### config.mk
export PLATFORM = sky130hd
export DESIGN_NAME = quadrature_counter_with_home_preset_unit
export DESIGN_NICKNAME = d
export VERILOG_FILES = /design/src/rtl/qcnt_pkg.sv /design/src/rtl/qcnt_core.sv /design/src/rtl/quadrature_counter_with_home_preset_unit.sv
export SDC_FILE = /design/constraint.sdc
export NUM_CORES = 2
export LEC_CHECK = 0
export ABC_AREA = 1
export BUFFER_PORTS_ARGS = -buffer_cell sky130_fd_sc_hd__buf_4
export CAP_MARGIN = 10
export CORE_MARGIN = 1.5
export CORE_UTILIZATION = 30
export CTS_BUF_LIST = sky130_fd_sc_hd__clkbuf_2 sky130_fd_sc_hd__clkbuf_4 sky130_fd_sc_hd__clkbuf_8
export DETAILED_ROUTE_END_ITERATION = 16
export GPL_ROUTABILITY_DRIVEN = 0
export PLACE_DENSITY = 0.54
export RECOVER_POWER = 25
export SLEW_MARGIN = 20
export SYNTH_ARGS = -nofsm -noshare
export SYNTH_HDL_FRONTEND = slang
export SYNTH_SLANG_ARGS = --single-unit
### constraint.sdc
create_clock -name i_clk -period 7.2 [get_ports i_clk]
set_input_delay 1.08 -clock i_clk [delete_from_list [all_inputs] [get_ports i_clk]]
set_output_delay 1.08 -clock i_clk [all_outputs]
set_load 0.05 [all_outputs]
### src/rtl/qcnt_pkg.sv
// Package for the quadrature counter with home preset.
// Holds widths, register addresses, reset values, scaling constants and stage types.
// No dependencies.
package qcnt_pkg;

    localparam int COUNT_W = 32;
    localparam int SCALE_W = 16;
    localparam int LEN_W   = 16;
    localparam int MAG_W   = 18;
    localparam int PROD_W  = 47;
    localparam int X_W     = 26;
    localparam int RECIP_W = 27;
    localparam int QP_W    = X_W + RECIP_W;
    localparam int RECIP_SHIFT = 36;
    localparam int IN_TDATA_W  = 8;
    localparam int OUT_TDATA_W = 56;
    localparam int PADDR_W     = 3;
    localparam int PDATA_W     = 32;

    // Register indexes, taken from paddr[2].
    localparam logic REG_PRESET = 1'b0;
    localparam logic REG_SCALE  = 1'b1;

    localparam logic signed [COUNT_W-1:0] PRESET_RESET = 32'sd100;
    localparam logic [SCALE_W-1:0]        SCALE_RESET  = 16'd100;

    localparam logic [33:0]       HOME_ERR_LIMIT = 34'd100000;
    // A product at or above 65536 * 10000 saturates the length.
    localparam logic [PROD_W-1:0] LEN_SAT_LIMIT  = 47'd655360000;
    // ceil(2^36 / 625); exact floor division by 625 for values below 2^26.
    localparam logic [RECIP_W-1:0] RECIP_625     = 27'd109951163;

    typedef struct packed {
        logic signed [COUNT_W-1:0] count;
        logic                      up;
        logic                      step_err;
        logic                      homed;
        logic [MAG_W-1:0]          mag;
    } t_s1;

    typedef struct packed {
        logic signed [COUNT_W-1:0] count;
        logic                      up;
        logic                      step_err;
        logic                      homed;
        logic                      home_err;
        logic [PROD_W-1:0]         prod;
    } t_s2;

endpackage

### src/rtl/qcnt_core.sv
// Counter state and per-sample decode for the quadrature counter.
// Holds count, last pins, direction and primed flag; depends on qcnt_pkg.
module qcnt_core (
    input  logic                                i_clk,
    input  logic                                i_rst_n,
    input  logic                                i_accept,
    input  logic [2:0]                          i_sample,
    input  logic signed [qcnt_pkg::COUNT_W-1:0] i_preset,
    output qcnt_pkg::t_s1                       o_res
);
    import qcnt_pkg::*;

    logic signed [COUNT_W-1:0] r_count, n_count;
    logic [2:0]                r_last;
    logic                      r_dir, n_dir;
    logic                      r_primed;

    logic [2:0]                w_changed;
    logic                      w_differ;
    logic                      w_err;
    logic signed [COUNT_W-1:0] w_step;
    logic                      w_home;
    logic signed [COUNT_W:0]   w_dif;
    logic [COUNT_W:0]          w_abs;

    always_comb begin
        w_changed = i_sample ^ r_last;
        w_differ  = i_sample[0] ^ i_sample[1];
        w_step    = r_count;
        n_dir     = r_dir;
        w_err     = 1'b0;
        if (r_primed) begin
            case (w_changed[1:0])
                2'b01: begin
                    n_dir  = ~w_differ;
                    w_step = w_differ ? r_count - 32'sd1 : r_count + 32'sd1;
                end
                2'b10: begin
                    n_dir  = w_differ;
                    w_step = w_differ ? r_count + 32'sd1 : r_count - 32'sd1;
                end
                2'b11: begin
                    w_err = 1'b1;
                end
                default: begin
                end
            endcase
        end
        w_home  = r_primed && w_changed[2] && n_dir && !i_sample[2];
        // The deviation is taken in 33 bits so it cannot wrap.
        w_dif   = {i_preset[COUNT_W-1], i_preset} - {w_step[COUNT_W-1], w_step};
        w_abs   = w_dif[COUNT_W] ? (COUNT_W+1)'(0) - w_dif : w_dif;
        n_count = w_home ? i_preset : w_step;

        o_res.count    = n_count;
        o_res.up       = n_dir;
        o_res.step_err = w_err;
        o_res.homed    = w_home;
        // Anything at or above 2^17 already exceeds the limit for any nonzero scale.
        o_res.mag      = (|w_abs[COUNT_W:MAG_W-1]) ? {MAG_W{1'b1}} : w_abs[MAG_W-1:0];
    end

    always_ff @(posedge i_clk) begin
        if (!i_rst_n) begin
            r_count  <= '0;
            r_last   <= '0;
            r_dir    <= 1'b0;
            r_primed <= 1'b0;
        end else if (i_accept) begin
            r_count  <= n_count;
            r_last   <= i_sample;
            r_dir    <= n_dir;
            r_primed <= 1'b1;
        end
    end

endmodule

### src/rtl/quadrature_counter_with_home_preset_unit.sv
// Quadrature counter with home preset: top level with APB registers and result pipeline.
// Uses qcnt_pkg and qcnt_core.
// A result passes through the registers r_s1, r_s2 and r_out on its way to the output.
// Throughput: one request per cycle unless the output stalls; the count state is updated
// in the accept cycle and the length scaling runs through two pipeline registers behind it.
// Reset (synchronous, active low) clears the count, direction, stored pins, pipeline valids
// and loads the register reset values.
module quadrature_counter_with_home_preset_unit (
    input  logic                                 i_clk,
    input  logic                                 i_rst_n,
    input  logic                                 s_axis_tvalid,
    output logic                                 s_axis_tready,
    // Fields from bit 0: pin_a, pin_b, pin_home, zero fill.
    input  logic [qcnt_pkg::IN_TDATA_W-1:0]      s_axis_tdata,
    output logic                                 m_axis_tvalid,
    input  logic                                 m_axis_tready,
    // Fields from bit 0: position[31:0], length[47:32], moving_up, step_error,
    // homed, home_error, zero fill.
    output logic [qcnt_pkg::OUT_TDATA_W-1:0]     m_axis_tdata,
    input  logic                                 psel,
    input  logic                                 penable,
    input  logic                                 pwrite,
    input  logic [qcnt_pkg::PADDR_W-1:0]         paddr,
    input  logic [qcnt_pkg::PDATA_W-1:0]         pwdata,
    output logic [qcnt_pkg::PDATA_W-1:0]         prdata,
    output logic                                 pready
);
    import qcnt_pkg::*;

    logic signed [COUNT_W-1:0] r_preset;
    logic [SCALE_W-1:0]        r_scale;

    t_s1                       w_res, r_s1;
    t_s2                       r_s2;
    logic                      r_v1, r_v2, r_v3;
    logic [OUT_TDATA_W-1:0]    r_out;

    logic                      w_move1, w_move2, w_move3, w_accept, w_wr;
    logic [33:0]               w_dev;
    logic [COUNT_W-2:0]        w_pos;
    logic [PROD_W-1:0]         w_prod;
    logic                      w_sat;
    logic [QP_W-1:0]           w_qp;
    logic [LEN_W-1:0]          w_len;

    assign pready = 1'b1;
    assign w_wr   = psel && penable && pwrite && pready;
    assign prdata = (paddr[2] == REG_SCALE) ? {{(PDATA_W-SCALE_W){1'b0}}, r_scale}
                                            : r_preset;

    always_ff @(posedge i_clk) begin
        if (!i_rst_n) begin
            r_preset <= PRESET_RESET;
            r_scale  <= SCALE_RESET;
        end else if (w_wr) begin
            case (paddr[2])
                REG_PRESET: r_preset <= pwdata;
                REG_SCALE:  r_scale  <= pwdata[SCALE_W-1:0];
                default: begin
                end
            endcase
        end
    end

    assign w_move3       = !r_v3 || m_axis_tready;
    assign w_move2       = !r_v2 || w_move3;
    assign w_move1       = !r_v1 || w_move2;
    assign s_axis_tready = w_move1;
    assign w_accept      = s_axis_tvalid && w_move1;

    qcnt_core u_core (
        .i_clk    (i_clk),
        .i_rst_n  (i_rst_n),
        .i_accept (w_accept),
        .i_sample (s_axis_tdata[2:0]),
        .i_preset (r_preset),
        .o_res    (w_res)
    );

    // Second stage: home deviation check and the raw length product.
    assign w_dev  = r_s1.mag * r_scale;
    assign w_pos  = r_s1.count[COUNT_W-1] ? '0 : r_s1.count[COUNT_W-2:0];
    assign w_prod = w_pos * r_scale;

    // Third stage: divide by 10000 as a shift by 4 and a reciprocal multiply by 1/625.
    assign w_sat  = r_s2.prod >= LEN_SAT_LIMIT;
    assign w_qp   = r_s2.prod[X_W+3:4] * RECIP_625;
    assign w_len  = w_sat ? {LEN_W{1'b1}} : w_qp[RECIP_SHIFT+LEN_W-1:RECIP_SHIFT];

    always_ff @(posedge i_clk) begin
        if (!i_rst_n) begin
            r_v1 <= 1'b0;
            r_v2 <= 1'b0;
            r_v3 <= 1'b0;
        end else begin
            if (w_move1) r_v1 <= s_axis_tvalid;
            if (w_move2) r_v2 <= r_v1;
            if (w_move3) r_v3 <= r_v2;
        end
    end

    always_ff @(posedge i_clk) begin
        if (w_accept) begin
            r_s1 <= w_res;
        end
        if (w_move2 && r_v1) begin
            r_s2.count    <= r_s1.count;
            r_s2.up       <= r_s1.up;
            r_s2.step_err <= r_s1.step_err;
            r_s2.homed    <= r_s1.homed;
            r_s2.home_err <= r_s1.homed && (w_dev > HOME_ERR_LIMIT);
            r_s2.prod     <= w_prod;
        end
        if (w_move3 && r_v2) begin
            r_out <= {4'b0000, r_s2.home_err, r_s2.homed, r_s2.step_err, r_s2.up,
                      w_len, r_s2.count};
        end
    end

    assign m_axis_tvalid = r_v3;
    assign m_axis_tdata  = r_out;

endmodule

==> impl_metrics.json <==
{
  "status": "finished with violations",
  "violations": "capacitance limit, slew limit",
  "grt-ovfl-total": 0,
  "setup_viol": 0,
  "crit_top_cell": "fa_1",
  "root_buffer": "clkbuf_8",
  "drt_first_pass_iters": 8,
  "grt_usage_pct": 18.5,
  "h-tree-depth": 2,
  "drt-initial-drc-count": 3428,
  "max-slew-margin-rel_pct": -115,
  "start_util_pct": 30.1,
  "worstHoldPathType": "reg -> reg",
  "fillerInstances": 19200,
  "ys_types": 65,
  "min_to": "m_axis_tdata[18]$_DFFE_PP_",
  "synthTopCellsByCount": "inv_1, nand2_1, fa_1, ha_1, nor2_1",
  "routedWlPerCell_um": 18.0,
  "synthCells": 6840,
  "crit_path_start_kind": "flip-flop",
  "min_path_cells": 0,
  "cpMaxStageDelayCell": "edfxtp_1",
  "synth.area.top_cells": "fa_1, ha_1, inv_1",
  "synth_edf_count": 188,
  "cts_buffers": 53,
  "ys_ff_latch": 276,
  "clk_latency_ns": 0.71,
  "cp-end-kind": "flip-flop",
  "rr_endpoint": "m_axis_tdata[43]$_SDFFCE_PP1P_",
  "maxSlewViolCount": 129,
  "drive_gt1_share_pct": 7.53,
  "period_share_pct": 96.2,
  "tritoncts": "done",
  "drc_errors": 0,
  "portBuffers": 128,
  "yosysWarnings": 0,
  "yosysMostFrequentCell": "inv_1",
  "rsz0062_at_grt": "false",
  "cp.arrival_ns": 7.31,
  "die_area_um2": 184000,
  "grt_pass1_vias": 46000,
  "path_depth": 20,
  "synthFlopType": "edfxtp_1",
  "async_flop_share_pct": 0,
  "core_area_um2": 180000,
  "avgViaCountPerCell": 4.72,
  "die_w_um": 429,
  "fmax_ghz": 0.144,
  "syn_area_per_cell_um2": 7.95,
  "reg2reg_depth": 20,
  "final_antenna_net_count": 0,
  "cts_buffer_depth": 3,
  "cts.sinks": 276,
  "hold_path.startpoint": "r_s2[69]$_DFFE_PP_",
  "io_pins": 141,
  "crit_family": "adder cells",
  "hold_viol": 0,
  "finalSetupTns_ns": 0,
  "layout_min_cycle_time_ns": 6.92,
  "crit_fanout": 7,
  "fin_util_pct": 33.5,
  "r2r-start": "r_s2[26]$_DFFE_PP_",
  "yosysTopAreaCellShare_pct": 34.2,
  "synth_top_cell_by_area": "fa_1",
  "path_buf_inv": 3,
  "reg2reg_setup_slack_ns": 0.28,
  "crit_type": "reg -> reg",
  "cpPeakStageDelay_ns": 0.62,
  "rows": 156,
  "cap_violations": 3,
  "final.setup_skew_ns": 0.0291,
  "wl_um": 170000,
  "hpwl_um": 147000,
  "grt_max_degree": 67,
  "final_nets": 8529,
  "antenna_found_initial": 4,
  "die_h_um": 429,
  "vias": 44600,
  "worstMarginPinSlew_ns": 3.22,
  "yosysSeqAreaShare_pct": 13.6,
  "required_ns": 7.58,
  "syn-cell-area_um2": 54300,
  "cts.clk_slew.worst_paths_ns": 0.06,
  "area_delta_synth_final_pct": 11.2,
  "grt_first_pass_wirelength_um": 265000,
  "worstPathCellList": "ha_1 > inv_1 > fa_1 > fa_1 > fa_1 > fa_1 > fa_1 > inv_1 > fa_1 > ha_1 > a21oi_1 > o21ai_0 > nand2_1 > a21oi_1 > nor3_1 > buf_4 > nand3_1 > a311oi_1 > or2_2 > nand3_1"
}
-- flip-flops by register name, indices dropped and copies added, names as in the netlist, 3 cells and up --
| name | cells |
|---|---|
| r_preset | 32 |
| r_s1 | 53 |
| r_scale | 16 |
| u_core.r_count | 32 |
| r_s2 | 83 |
| u_core.r_last | 3 |
| m_axis_tdata | 52 |
-- worst register-to-register path: stages, from the launching register on --
cell and delay, ns:
edfxtp_1 0.62, ha_1 0.50, inv_1 0.18, fa_1 0.61, fa_1 0.44, fa_1 0.57
fa_1 0.45, fa_1 0.51, inv_1 0.06, fa_1 0.49, ha_1 0.35, a21oi_1 0.22
o21ai_0 0.20, nand2_1 0.10, a21oi_1 0.06, nor3_1 0.21, buf_4 0.16, nand3_1 0.16
a311oi_1 0.37, or2_2 0.17, nand3_1 0.16
-- placed cells by master, fill, tap and decap left out, types with 12 or more instances in the layout --
| cell | Yosys | layout |
|---|---|---|
| edfxtp_1 | 188 | 188 |
| dfxtp_1 | 88 | 79 |
| ha_1 | 530 | 529 |
| nor2_2 | 14 | 15 |
| a21oi_1 | 291 | 286 |
| xnor2_1 | 40 | 40 |
| o211ai_1 | 17 | 17 |
| nand4_1 | 39 | 39 |
| nor4_1 | 13 | 13 |
| nand2_1 | 1420 | 1419 |
| nand3_1 | 187 | 187 |
| clkinv_1 | 10 | 16 |
| nor2_1 | 508 | 507 |
| o21ai_0 | 265 | 261 |
| nor3_1 | 46 | 46 |
| a31oi_1 | 27 | 27 |
| buf_4 | 8 | 309 |
| o221ai_1 | 12 | 12 |
| inv_1 | 1766 | 1760 |
| nand3_2 | 17 | 17 |
| nand2_2 | 26 | 27 |
| clkbuf_8 | 0 | 57 |
| buf_12 | 1 | 19 |
| clkbuf_4 | 0 | 17 |
| fa_1 | 928 | 928 |
| xor2_1 | 66 | 66 |
-- worst max-delay path by stage --
stage | to | from
CTS | r_s2[36]$_DFFE_PP_ | r_s1[52]$_DFFE_PP_
global placement | r_s2[36]$_DFFE_PP_ | r_s1[52]$_DFFE_PP_
finish | m_axis_tdata[43]$_SDFFCE_PP1P_ | r_s2[26]$_DFFE_PP_
global route | r_s2[47]$_DFFE_PP_ | r_s1[13]$_SDFFCE_PP1P_
floorplan | r_s2[36]$_DFFE_PP_ | r_s1[52]$_DFFE_PP_
detailed placement | r_s2[36]$_DFFE_PP_ | r_s1[52]$_DFFE_PP_
-- area by class of cell --
cell class / instances / area [um^2] / area share (%)
multi-input cells: 4569 / 39400 / 65.3
diodes: 4 / 10.0 / 0.0166
repair buffers: 335 / 2730 / 4.52
inverters: 1786 / 6720 / 11.1
well taps: 2370 / 2970 / 4.91
clock buffers: 73 / 905 / 1.50
flip-flops and latches: 276 / 7420 / 12.3
clock inverters: 24 / 218 / 0.360
-- per-layer routing --
metal / track usage (%) / part of all wire, % / up-vias
met3: 2.14 / 5.6 / 296
met2: 31.9 / 49 / 1356
met4: 6.32 / 3.5 / 0
met1: 23.9 / 42 / 22000
met5: 0 / 0 / -
li1: - / - / 20900
-- logic make-up after synthesis --
kind of cell / Yosys count / synth area share, %
simple gates: 2303 / 17.3
buf+inv: 1998 / 13.9
fa+ha+maj: 1458 / 46.4
compound gates: 697 / 7.03
flops: 276 / 13.6
xor+xnor: 106 / 1.71
other cells: 2 / 0.0138
-- metrics by stage --
step / setup slack [ns] / hold slack (ns) / std cells / instance area (um^2)
after floorplan: 0.647 / 0.400 / 6843 / 54400
final: 0.276 / 0.406 / 9437 / 60400
after global placement: 0.100 / 0.405 / 9319 / 59000
after detailed placement: 0.116 / 0.406 / 9319 / 59000
after CTS: 0.102 / 0.405 / 9416 / 60100
after global routing: 0.000658 / 0.421 / 9435 / 60400
-- timing repair --
action	4_1_cts	5_1_grt
setup buffers	0	17
hold buffers	0	0
endpoints found under the setup margin	0	18
resized for setup	0	16
Power is not shown: default switching activity piles up to over one toggle a cycle in this logic, so the estimate is an artifact.
